==> config.mk <==
export PLATFORM = sky130hd
export DESIGN_NAME = process_fifo_with_delete_by_key_top
export DESIGN_NICKNAME = d
export VERILOG_FILES = /design/src/rtl/pfdk_pkg.sv /design/src/rtl/pfdk_ram.sv /design/src/rtl/process_fifo_with_delete_by_key_top.sv
export SDC_FILE = /design/constraint.sdc
export NUM_CORES = 2
export LEC_CHECK = 0
export BUFFER_PORTS_ARGS = -buffer_cell sky130_fd_sc_hd__clkbuf_2
export CAP_MARGIN = 20
export CORE_ASPECT_RATIO = 0.9
export CORE_MARGIN = 2
export CORE_UTILIZATION = 60
export CTS_CLUSTER_SIZE = 14
export DETAILED_ROUTE_END_ITERATION = 8
export PLACE_DENSITY = 0.75
export SYNTH_ARGS = -nofsm -noshare
export SYNTH_HDL_FRONTEND = slang
export SYNTH_HIERARCHICAL = 1
export SYNTH_SLANG_ARGS = --single-unit
==> constraint.sdc <==
create_clock -name clk -period 20 [get_ports clk]
set_input_delay 6 -clock clk [delete_from_list [all_inputs] [get_ports clk]]
set_output_delay 6 -clock clk [all_outputs]
set_load 0.03 [all_outputs]
==> src/rtl/pfdk_pkg.sv <==
// Package for the process queue block: command and result codes, field widths
// and parameter defaults. No dependencies.
`default_nettype none

package pfdk_pkg;

    typedef enum logic [1:0] {
        CMD_ENQ = 2'd0,
        CMD_DEQ = 2'd1,
        CMD_DEL = 2'd2,
        CMD_CLR = 2'd3
    } cmd_t;

    typedef enum logic [1:0] {
        RES_OK        = 2'd0,
        RES_FULL      = 2'd1,
        RES_EMPTY     = 2'd2,
        RES_NOT_FOUND = 2'd3
    } res_t;

    localparam int DEF_QUEUE_DEPTH = 16;
    localparam int DEF_REG_COUNT   = 4;
    localparam int MAX_REG_COUNT   = 4;
    localparam int ID_W            = 16;
    localparam int WORD_W          = 32;
    localparam int CNT_OUT_W       = 5;

endpackage

`default_nettype wire

==> src/rtl/pfdk_ram.sv <==
// Generic single-port-write, single-port-read RAM with registered read data.
// No dependencies.
`default_nettype none

module pfdk_ram #(
    parameter int WIDTH = 32,
    parameter int DEPTH = 16
) (
    input  wire logic                     clk,
    input  wire logic                     we,
    input  wire logic [$clog2(DEPTH)-1:0] waddr,
    input  wire logic [WIDTH-1:0]         wdata,
    input  wire logic [$clog2(DEPTH)-1:0] raddr,
    output logic      [WIDTH-1:0]         rdata
);

    logic [WIDTH-1:0] mem [DEPTH];

    always_ff @(posedge clk)
    begin
        if (we)
        begin
            mem[waddr] <= wdata;
        end
        rdata <= mem[raddr];
    end

endmodule

`default_nettype wire

==> src/rtl/process_fifo_with_delete_by_key_top.sv <==
// Process queue with delete by id: top level.
// Depends on pfdk_pkg and pfdk_ram.
//
// Usage
// - Input channel (in_valid/in_ready) carries one command per transfer:
//   enqueue a record, dequeue the oldest, delete every record with a given
//   id, or clear. The record fields are only looked at for an enqueue, the
//   id also for a delete.
// - Output channel (out_valid/out_ready) returns exactly one result per
//   command: result code, the dequeued record (zero otherwise), occupancy
//   after the command and the number of records removed.
// - Sequencing: enqueue and clear go from the input transfer to S_RES,
//   dequeue through S_DEQ and then S_RES, delete through S_DEL and then
//   S_RES; S_RES loads the result into the output register. The record RAM
//   has one read and one write port; delete walks the queue one entry per
//   cycle, reading ahead and writing kept records down to close the gaps. A
//   new command is taken once the previous result is loaded, so the block
//   takes no new command while one is still in progress.
// - A finished result sits in the output register; a new command may be
//   taken while it waits. If the receiver stalls, the next result is held
//   back inside the block and no further command is taken.
// - Reset (rst_n low, asynchronous) empties the queue and drops any pending
//   result. The record RAM is not cleared; only data from written entries is used.
`default_nettype none

module process_fifo_with_delete_by_key_top
    import pfdk_pkg::*;
#(
    parameter int QUEUE_DEPTH = DEF_QUEUE_DEPTH,
    parameter int REG_COUNT   = DEF_REG_COUNT
) (
    input  wire logic                 clk,
    input  wire logic                 rst_n,

    input  wire logic                 in_valid,
    output logic                      in_ready,
    input  wire logic [1:0]           cmd,
    input  wire logic [ID_W-1:0]      proc_id,
    input  wire logic [WORD_W-1:0]    status_word,
    input  wire logic [WORD_W-1:0]    page_table_base,
    input  wire logic [WORD_W-1:0]    reg_a,
    input  wire logic [WORD_W-1:0]    reg_b,
    input  wire logic [WORD_W-1:0]    reg_c,
    input  wire logic [WORD_W-1:0]    reg_d,

    output logic                      out_valid,
    input  wire logic                 out_ready,
    output logic [1:0]                result_code,
    output logic [ID_W-1:0]           out_proc_id,
    output logic [WORD_W-1:0]         out_status_word,
    output logic [WORD_W-1:0]         out_page_table,
    output logic [WORD_W-1:0]         out_reg_a,
    output logic [WORD_W-1:0]         out_reg_b,
    output logic [WORD_W-1:0]         out_reg_c,
    output logic [WORD_W-1:0]         out_reg_d,
    output logic [CNT_OUT_W-1:0]      occupancy,
    output logic [CNT_OUT_W-1:0]      removed_count
);

    localparam int IDX_W    = $clog2(QUEUE_DEPTH);
    localparam int CNT_W    = $clog2(QUEUE_DEPTH + 1);
    localparam int SUM_W    = CNT_W + 1;
    localparam int REG_BASE = ID_W + 2 * WORD_W;
    localparam int REC_W    = REG_BASE + REG_COUNT * WORD_W;

    localparam logic [CNT_W-1:0] DEPTH_CNT = CNT_W'(QUEUE_DEPTH);
    localparam logic [IDX_W-1:0] LAST_IDX  = IDX_W'(QUEUE_DEPTH - 1);

    typedef enum logic [1:0] {
        S_IDLE,
        S_DEQ,
        S_DEL,
        S_RES
    } state_t;

    // Physical slot of a queue position; base + pos stays below twice the depth.
    function automatic logic [IDX_W-1:0] slot_of(input logic [IDX_W-1:0] base,
                                                 input logic [CNT_W-1:0] pos);
        logic [SUM_W-1:0] sum;
        sum = SUM_W'(base) + SUM_W'(pos);
        if (sum >= SUM_W'(QUEUE_DEPTH))
        begin
            sum = sum - SUM_W'(QUEUE_DEPTH);
        end
        return sum[IDX_W-1:0];
    endfunction

    // Control and pending-result registers
    state_t               state_reg,       state_next;
    logic [IDX_W-1:0]     head_reg,        head_next;
    logic [CNT_W-1:0]     count_reg,       count_next;
    logic [CNT_W-1:0]     pos_reg,         pos_next;
    logic [CNT_W-1:0]     kept_reg,        kept_next;
    logic [CNT_W-1:0]     removed_reg,     removed_next;
    logic [ID_W-1:0]      key_reg,         key_next;
    res_t                 p_code_reg,      p_code_next;
    logic [REC_W-1:0]     p_rec_reg,       p_rec_next;

    // Output register
    logic                 out_valid_reg,   out_valid_next;
    res_t                 out_code_reg,    out_code_next;
    logic [REC_W-1:0]     out_rec_reg,     out_rec_next;
    logic [CNT_OUT_W-1:0] out_occ_reg,     out_occ_next;
    logic [CNT_OUT_W-1:0] out_removed_reg, out_removed_next;

    // Record RAM ports
    logic                 ram_we;
    logic [IDX_W-1:0]     ram_waddr;
    logic [REC_W-1:0]     ram_wdata;
    logic [IDX_W-1:0]     ram_raddr;
    logic [REC_W-1:0]     ram_rdata;

    logic [WORD_W-1:0]    in_regs  [MAX_REG_COUNT];
    logic [WORD_W-1:0]    out_regs [MAX_REG_COUNT];
    logic [REC_W-1:0]     in_rec;

    // Delete scan helpers
    logic                 del_match;
    logic [CNT_W-1:0]     pos_inc;
    logic [CNT_W-1:0]     kept_upd;
    logic [CNT_W-1:0]     removed_upd;

    pfdk_ram #(
        .WIDTH (REC_W),
        .DEPTH (QUEUE_DEPTH)
    ) u_rec_ram (
        .clk   (clk),
        .we    (ram_we),
        .waddr (ram_waddr),
        .wdata (ram_wdata),
        .raddr (ram_raddr),
        .rdata (ram_rdata)
    );

    // Pack the incoming record: id, status, page table, then the saved registers
    assign in_regs[0] = reg_a;
    assign in_regs[1] = reg_b;
    assign in_regs[2] = reg_c;
    assign in_regs[3] = reg_d;

    always_comb
    begin
        in_rec                            = '0;
        in_rec[ID_W-1:0]                  = proc_id;
        in_rec[ID_W +: WORD_W]            = status_word;
        in_rec[ID_W + WORD_W +: WORD_W]   = page_table_base;
        for (int r = 0; r < REG_COUNT; r++)
        begin
            in_rec[REG_BASE + r * WORD_W +: WORD_W] = in_regs[r];
        end
    end

    // Unpack the output record; registers that are not stored read as zero
    for (genvar g = 0; g < MAX_REG_COUNT; g++)
    begin : g_out_regs
        if (g < REG_COUNT)
        begin : g_stored
            assign out_regs[g] = out_rec_reg[REG_BASE + g * WORD_W +: WORD_W];
        end
        else
        begin : g_unstored
            assign out_regs[g] = '0;
        end
    end

    assign del_match   = (ram_rdata[ID_W-1:0] == key_reg);
    assign pos_inc     = pos_reg + CNT_W'(1);
    assign kept_upd    = del_match ? kept_reg : kept_reg + CNT_W'(1);
    assign removed_upd = del_match ? removed_reg + CNT_W'(1) : removed_reg;

    assign in_ready = (state_reg == S_IDLE);

    always_comb
    begin
        state_next       = state_reg;
        head_next        = head_reg;
        count_next       = count_reg;
        pos_next         = pos_reg;
        kept_next        = kept_reg;
        removed_next     = removed_reg;
        key_next         = key_reg;
        p_code_next      = p_code_reg;
        p_rec_next       = p_rec_reg;
        out_valid_next   = out_valid_reg;
        out_code_next    = out_code_reg;
        out_rec_next     = out_rec_reg;
        out_occ_next     = out_occ_reg;
        out_removed_next = out_removed_reg;

        ram_we    = 1'b0;
        ram_waddr = slot_of(head_reg, count_reg);
        ram_wdata = in_rec;
        ram_raddr = head_reg;

        if (out_valid_reg && out_ready)
        begin
            out_valid_next = 1'b0;
        end

        unique case (state_reg)
            S_IDLE:
            begin
                if (in_valid)
                begin
                    key_next     = proc_id;
                    removed_next = '0;
                    p_rec_next   = '0;
                    p_code_next  = RES_OK;
                    unique case (cmd_t'(cmd))
                        CMD_ENQ:
                        begin
                            if (count_reg == DEPTH_CNT)
                            begin
                                p_code_next = RES_FULL;
                            end
                            else
                            begin
                                ram_we     = 1'b1;
                                count_next = count_reg + CNT_W'(1);
                            end
                            state_next = S_RES;
                        end
                        CMD_DEQ:
                        begin
                            if (count_reg == '0)
                            begin
                                p_code_next = RES_EMPTY;
                                state_next  = S_RES;
                            end
                            else
                            begin
                                state_next = S_DEQ;
                            end
                        end
                        CMD_DEL:
                        begin
                            if (count_reg == '0)
                            begin
                                p_code_next = RES_EMPTY;
                                state_next  = S_RES;
                            end
                            else
                            begin
                                pos_next   = '0;
                                kept_next  = '0;
                                state_next = S_DEL;
                            end
                        end
                        CMD_CLR:
                        begin
                            removed_next = count_reg;
                            count_next   = '0;
                            head_next    = '0;
                            state_next   = S_RES;
                        end
                        default:
                        begin
                            state_next = S_IDLE;
                        end
                    endcase
                end
            end

            S_DEQ:
            begin
                p_rec_next = ram_rdata;
                head_next  = (head_reg == LAST_IDX) ? '0 : head_reg + IDX_W'(1);
                count_next = count_reg - CNT_W'(1);
                state_next = S_RES;
            end

            S_DEL:
            begin
                // Read data belongs to position pos_reg; a kept record moves
                // down to position kept_reg, which never passes the read ahead.
                if (!del_match && (kept_reg != pos_reg))
                begin
                    ram_we    = 1'b1;
                    ram_waddr = slot_of(head_reg, kept_reg);
                    ram_wdata = ram_rdata;
                end
                ram_raddr    = slot_of(head_reg, pos_inc);
                pos_next     = pos_inc;
                kept_next    = kept_upd;
                removed_next = removed_upd;
                if (pos_inc == count_reg)
                begin
                    count_next  = kept_upd;
                    p_code_next = (removed_upd == '0) ? RES_NOT_FOUND : RES_OK;
                    state_next  = S_RES;
                end
            end

            S_RES:
            begin
                if (!out_valid_reg || out_ready)
                begin
                    out_valid_next   = 1'b1;
                    out_code_next    = p_code_reg;
                    out_rec_next     = p_rec_reg;
                    out_occ_next     = CNT_OUT_W'(count_reg);
                    out_removed_next = CNT_OUT_W'(removed_reg);
                    state_next       = S_IDLE;
                end
            end

            default:
            begin
                state_next = S_IDLE;
            end
        endcase
    end

    always_ff @(posedge clk or negedge rst_n)
    begin
        if (!rst_n)
        begin
            state_reg       <= S_IDLE;
            head_reg        <= '0;
            count_reg       <= '0;
            pos_reg         <= '0;
            kept_reg        <= '0;
            removed_reg     <= '0;
            key_reg         <= '0;
            p_code_reg      <= RES_OK;
            p_rec_reg       <= '0;
            out_valid_reg   <= 1'b0;
            out_code_reg    <= RES_OK;
            out_rec_reg     <= '0;
            out_occ_reg     <= '0;
            out_removed_reg <= '0;
        end
        else
        begin
            state_reg       <= state_next;
            head_reg        <= head_next;
            count_reg       <= count_next;
            pos_reg         <= pos_next;
            kept_reg        <= kept_next;
            removed_reg     <= removed_next;
            key_reg         <= key_next;
            p_code_reg      <= p_code_next;
            p_rec_reg       <= p_rec_next;
            out_valid_reg   <= out_valid_next;
            out_code_reg    <= out_code_next;
            out_rec_reg     <= out_rec_next;
            out_occ_reg     <= out_occ_next;
            out_removed_reg <= out_removed_next;
        end
    end

    assign out_valid       = out_valid_reg;
    assign result_code     = out_code_reg;
    assign out_proc_id     = out_rec_reg[ID_W-1:0];
    assign out_status_word = out_rec_reg[ID_W +: WORD_W];
    assign out_page_table  = out_rec_reg[ID_W + WORD_W +: WORD_W];
    assign out_reg_a       = out_regs[0];
    assign out_reg_b       = out_regs[1];
    assign out_reg_c       = out_regs[2];
    assign out_reg_d       = out_regs[3];
    assign occupancy       = out_occ_reg;
    assign removed_count   = out_removed_reg;

endmodule

`default_nettype wire

==> run_results.csv <==
group,metric,value,unit
cells_and_area,instances_no_fill,11204,
detailed_routing,finalWirelength,339,mm
hold_path,holdCritStartpoint,"u_rec_ram/rdata[28]",
clock_network,clock-root-buffer,"clkbuf_16",
clock_network,cts_tree,"built",
clock_network,htreeDepth,5,
cells_and_area,regArea,0.116,sq mm
detailed_routing,viasPerCell,6.53,
setup_path,slowest_delay,0.84,ns
clock_network,clkLatencyLatePin,0.90,ns
global_routing,grt_pass1_wl,503,mm
floorplanning,rows,174,
yosys,synthArstFlopShare,11.8,%
global_routing,grt_use_met3,4.82,%
sta,finClkSkew,0.0478,ns
floorplanning,io_pins,436,
place,gp_congestion,0.771,
power,p_leak,56.9,nW
power,pwr_density_cell,173,mW/mm^2
floorplanning,die_width,532,um
setup_path,worstReg2RegEnd,"u_rec_ram/mem[9][79]",
cells_and_area,fill_cells,15151,
setup_path,worst_setup_path_start_kind,"input pin",
clock_network,clk_pin_slew,0.06,ns
sta,worst_pin_slew,1.42,ns
clock_network,post_cts_buffers,0,
run_status,outcome,"complete, no violations",
sta,hold_violations,0,
global_routing,met1_usage,39.3,%
sta,tns,0,ns
global_routing,grt_max_degree,168,
place,dp_cells,10492,
yosys,synth-seq-cells,4009,
setup_path,cp_cell_sequence,"clkbuf_2 > inv_1 > ha_1 > a41o_1 > nand3b_1 > nor2_4 > buf_4 > buf_4 > buf_12",
cells_and_area,layout-drive-gt1-share,29.8,%
clock_network,cts.sinks,4009,
detailed_routing,drtPass1Iterations,6,
clock_network,post_cts_resized,0,
hold_path,whs_endpoint,"p_rec_reg[28]",
sta,setup_viol,0,
detailed_routing,drc,0,
cells_and_area,layout.nets,7775,
setup_path,critPathCaptureType,"register",
run,maxCapViolations,0,
setup_path,reg2reg_depth,12,
global_routing,met2_usage,41.9,%
setup_path,cp_max_fo,109,
sta,fmax,103,MHz
hold_path,hold_path_depth,1,
yosys,synth_enable_flop_cells,3328,
yosys,synth_area,0.151,sq mm
yosys,yosysSeqAreaShare,77.0,%
global_routing,grt_usage,26.6,%
cells_and_area,area_growth,11.8,%
global_routing,grt-busiest-layer,"met2",
floorplanning,die_area,0.255,sq mm
detailed_routing,dr.first_iter.drc_count,8957,
floorplanning,start_util,60.3,%
yosys,syn-num-nets,7236,
floorplanning,die_h,479,um
setup_path,ff2ff_setup_slack,12.81,ns
sta,relSlewSlack,5.40,%
place,io_buffers,435,
clock_network,clockBufferDepth,4,
detailed_routing,wl_per_cell,30.3,um
yosys,syn_area_per_cell,21.5,sq um
detailed_routing,route.vias.total,73130,
setup_path,worst_ep_arrival_time,10.27,ns
clock_network,cts_buffers,383,
floorplanning,core,0.250,sq mm
cells_and_area,max_flop_register,"u_rec_ram/mem",
hold_path,hold_class,"reg -> reg",
sta,rsz0062_at_grt,"no",
yosys,synthFlopType,"edfxtp_1",
setup_path,crit_path_frequent_cell,"buf_4",
setup_path,r2r-start,"key_reg[9]",
global_routing,overflow,0,
clock_network,holdBufCountCts,0,
setup_path,crit_slowest_cell,"buf_4",
power,peakVddDrop,0.220,mV
setup_path,worst-setup-path-type,"in -> reg",
yosys,yosys_warnings,6,
yosys,synth_cells,6995,
global_routing,grt_antenna_before_repair,11,
global_routing,grt_pass1_vias,75043,
setup_path,cp.required,20.52,ns
sta,drv_slew,0,
place,dp_hpwl,180,mm
detailed_routing,antenna_left,0,
cells_and_area,multiInputGateArea,0.0327,sq mm
cells_and_area,largest_reg_flops,3328,
yosys,ys_types,62,
sta,timing.final.crit_period,9.75,ns
sta,period_share,48.7,%
## cell usage after synthesis, types with 2 or more instances
cell type / number / area [sq um]
mux2_4: 156 / 2340
nand2_1: 241 / 905
or2_2: 2 / 12.5
mux2_2: 286 / 3220
dfxtp_1: 208 / 4160
clkbuf_1: 182 / 683
buf_2: 140 / 701
nand3b_1: 2 / 15.0
mux2i_1: 161 / 1610
o211ai_1: 2 / 15.0
o221ai_1: 3 / 26.3
a21oi_1: 19 / 95.1
and2_1: 5 / 31.3
nand2b_1: 5 / 31.3
xor2_1: 25 / 219
mux4_2: 758 / 17100
dfrtp_1: 473 / 11800
a22o_1: 211 / 1850
edfxtp_1: 3328 / 99900
ha_1: 24 / 300
a22oi_1: 448 / 3360
and4_1: 2 / 17.5
or3_1: 2 / 12.5
a21o_1: 6 / 45.0
inv_1: 19 / 71.3
o31ai_1: 2 / 15.0
nor2b_1: 10 / 62.6
o21ai_0: 33 / 165
clkbuf_8: 5 / 68.8
nand3_1: 54 / 270
buf_6: 45 / 507
xnor2_1: 17 / 149
nor3_1: 10 / 50.1
o21a_1: 4 / 30.0
nand4_1: 2 / 12.5
buf_1: 15 / 56.3
nor2_1: 36 / 135
buf_4: 17 / 128
a31oi_1: 6 / 37.5
nor4b_1: 2 / 17.5
o21ai_1: 2 / 10.0
nor4_1: 5 / 31.3
fa_1: 3 / 60.1
## layout by cell type, fill, tap and decap left out, types with 32 or more instances in the layout
master,count
edfxtp_1,3328
mux4_2,758
dfrtp_1,473
a22oi_1,448
clkbuf_2,434
clkbuf_16,390
mux2_2,285
nand2_1,240
a22o_1,211
dfxtp_1,208
mux2i_1,161
mux2_4,156
clkbuf_1,134
buf_4,108
clkinv_2,57
nand3_1,54
clkbuf_8,43
clkinv_1,36
o21ai_0,32
## area by class of cell
class	count	area share (%)
diodes	3	0.00446
clock buffers	569	6.46
clock inverters	139	0.735
inverters	19	0.0424
multi-input cells	2563	19.4
flip-flops and latches	4009	68.9
well taps	3344	2.49
repair buffers	558	1.96
## critical path, delay by kind of cell
kind	cells	cell delay, ns
and+or+nand+nor	2	1.02
buffers and inverters	5	2.52
AOI/OAI and AO/OA	1	0.33
adders and majority gates	1	0.20
## routing by layer
metal  wire (um)  vias to the layer above  share of wire [%]
li1            -                    29979                  -
met5          13                        -             0.0038
met3       31300                      539                9.2
met1      137000                    38883                 40
met2      163000                     3727                 48
met4        8270                        2                2.4
## report_power, final
group	total [W]	switching (W)	internal, W
Combinational	0.00989	0.00592	0.00397
Clock	0.00699	0.00302	0.00397
Sequential	0.0123	0.000699	0.0116
## metrics by stage
stage	total power, W	cell area (sq um)	utilization (%)	worst slack (ns)	hold slack (ns)
2_1_floorplan	0.0195	151000	-	3.64	0.444
3_3_place_gp	0.0220	156000	62.5	9.45	0.454
3_5_place_dp	0.0223	156000	62.5	9.37	0.457
4_1_cts	0.0293	168000	67.4	10.32	0.458
5_1_grt	0.0303	168000	67.4	10.14	0.475
6_report	0.0291	168000	67.4	10.25	0.453
## how the worst max path moves through the flow
stage	start	to	slack [ns]	cells after the start
5_1_grt	cmd[0]	u_rec_ram/mem[9][77]	10.14	9
3_5_place_dp	cmd[0]	u_rec_ram/mem[9][100]	9.37	9
6_report	cmd[1]	u_rec_ram/mem[9][79]	10.25	9
3_3_place_gp	cmd[0]	u_rec_ram/mem[9][100]	9.45	9
2_1_floorplan	cmd[0]	u_rec_ram/mem[1][0]	3.64	5
4_1_cts	cmd[0]	u_rec_ram/mem[9][79]	10.32	9
## kinds of logic (layout without fill, tap and decap cells)
logic type / after synthesis / in the layout / share of synthesized area [%]
xor+xnor: 42 / 42 / 0.244
mux: 1361 / 1361 / 16.1
flops: 4009 / 4009 / 77.0
simple gates: 384 / 384 / 1.10
fa+ha+maj: 27 / 27 / 0.239
other cells: 0 / 3 / 0
buf+inv: 423 / 1285 / 1.47
compound gates: 749 / 749 / 3.84
No activity file was read; power rests on OpenSTA's default activity.
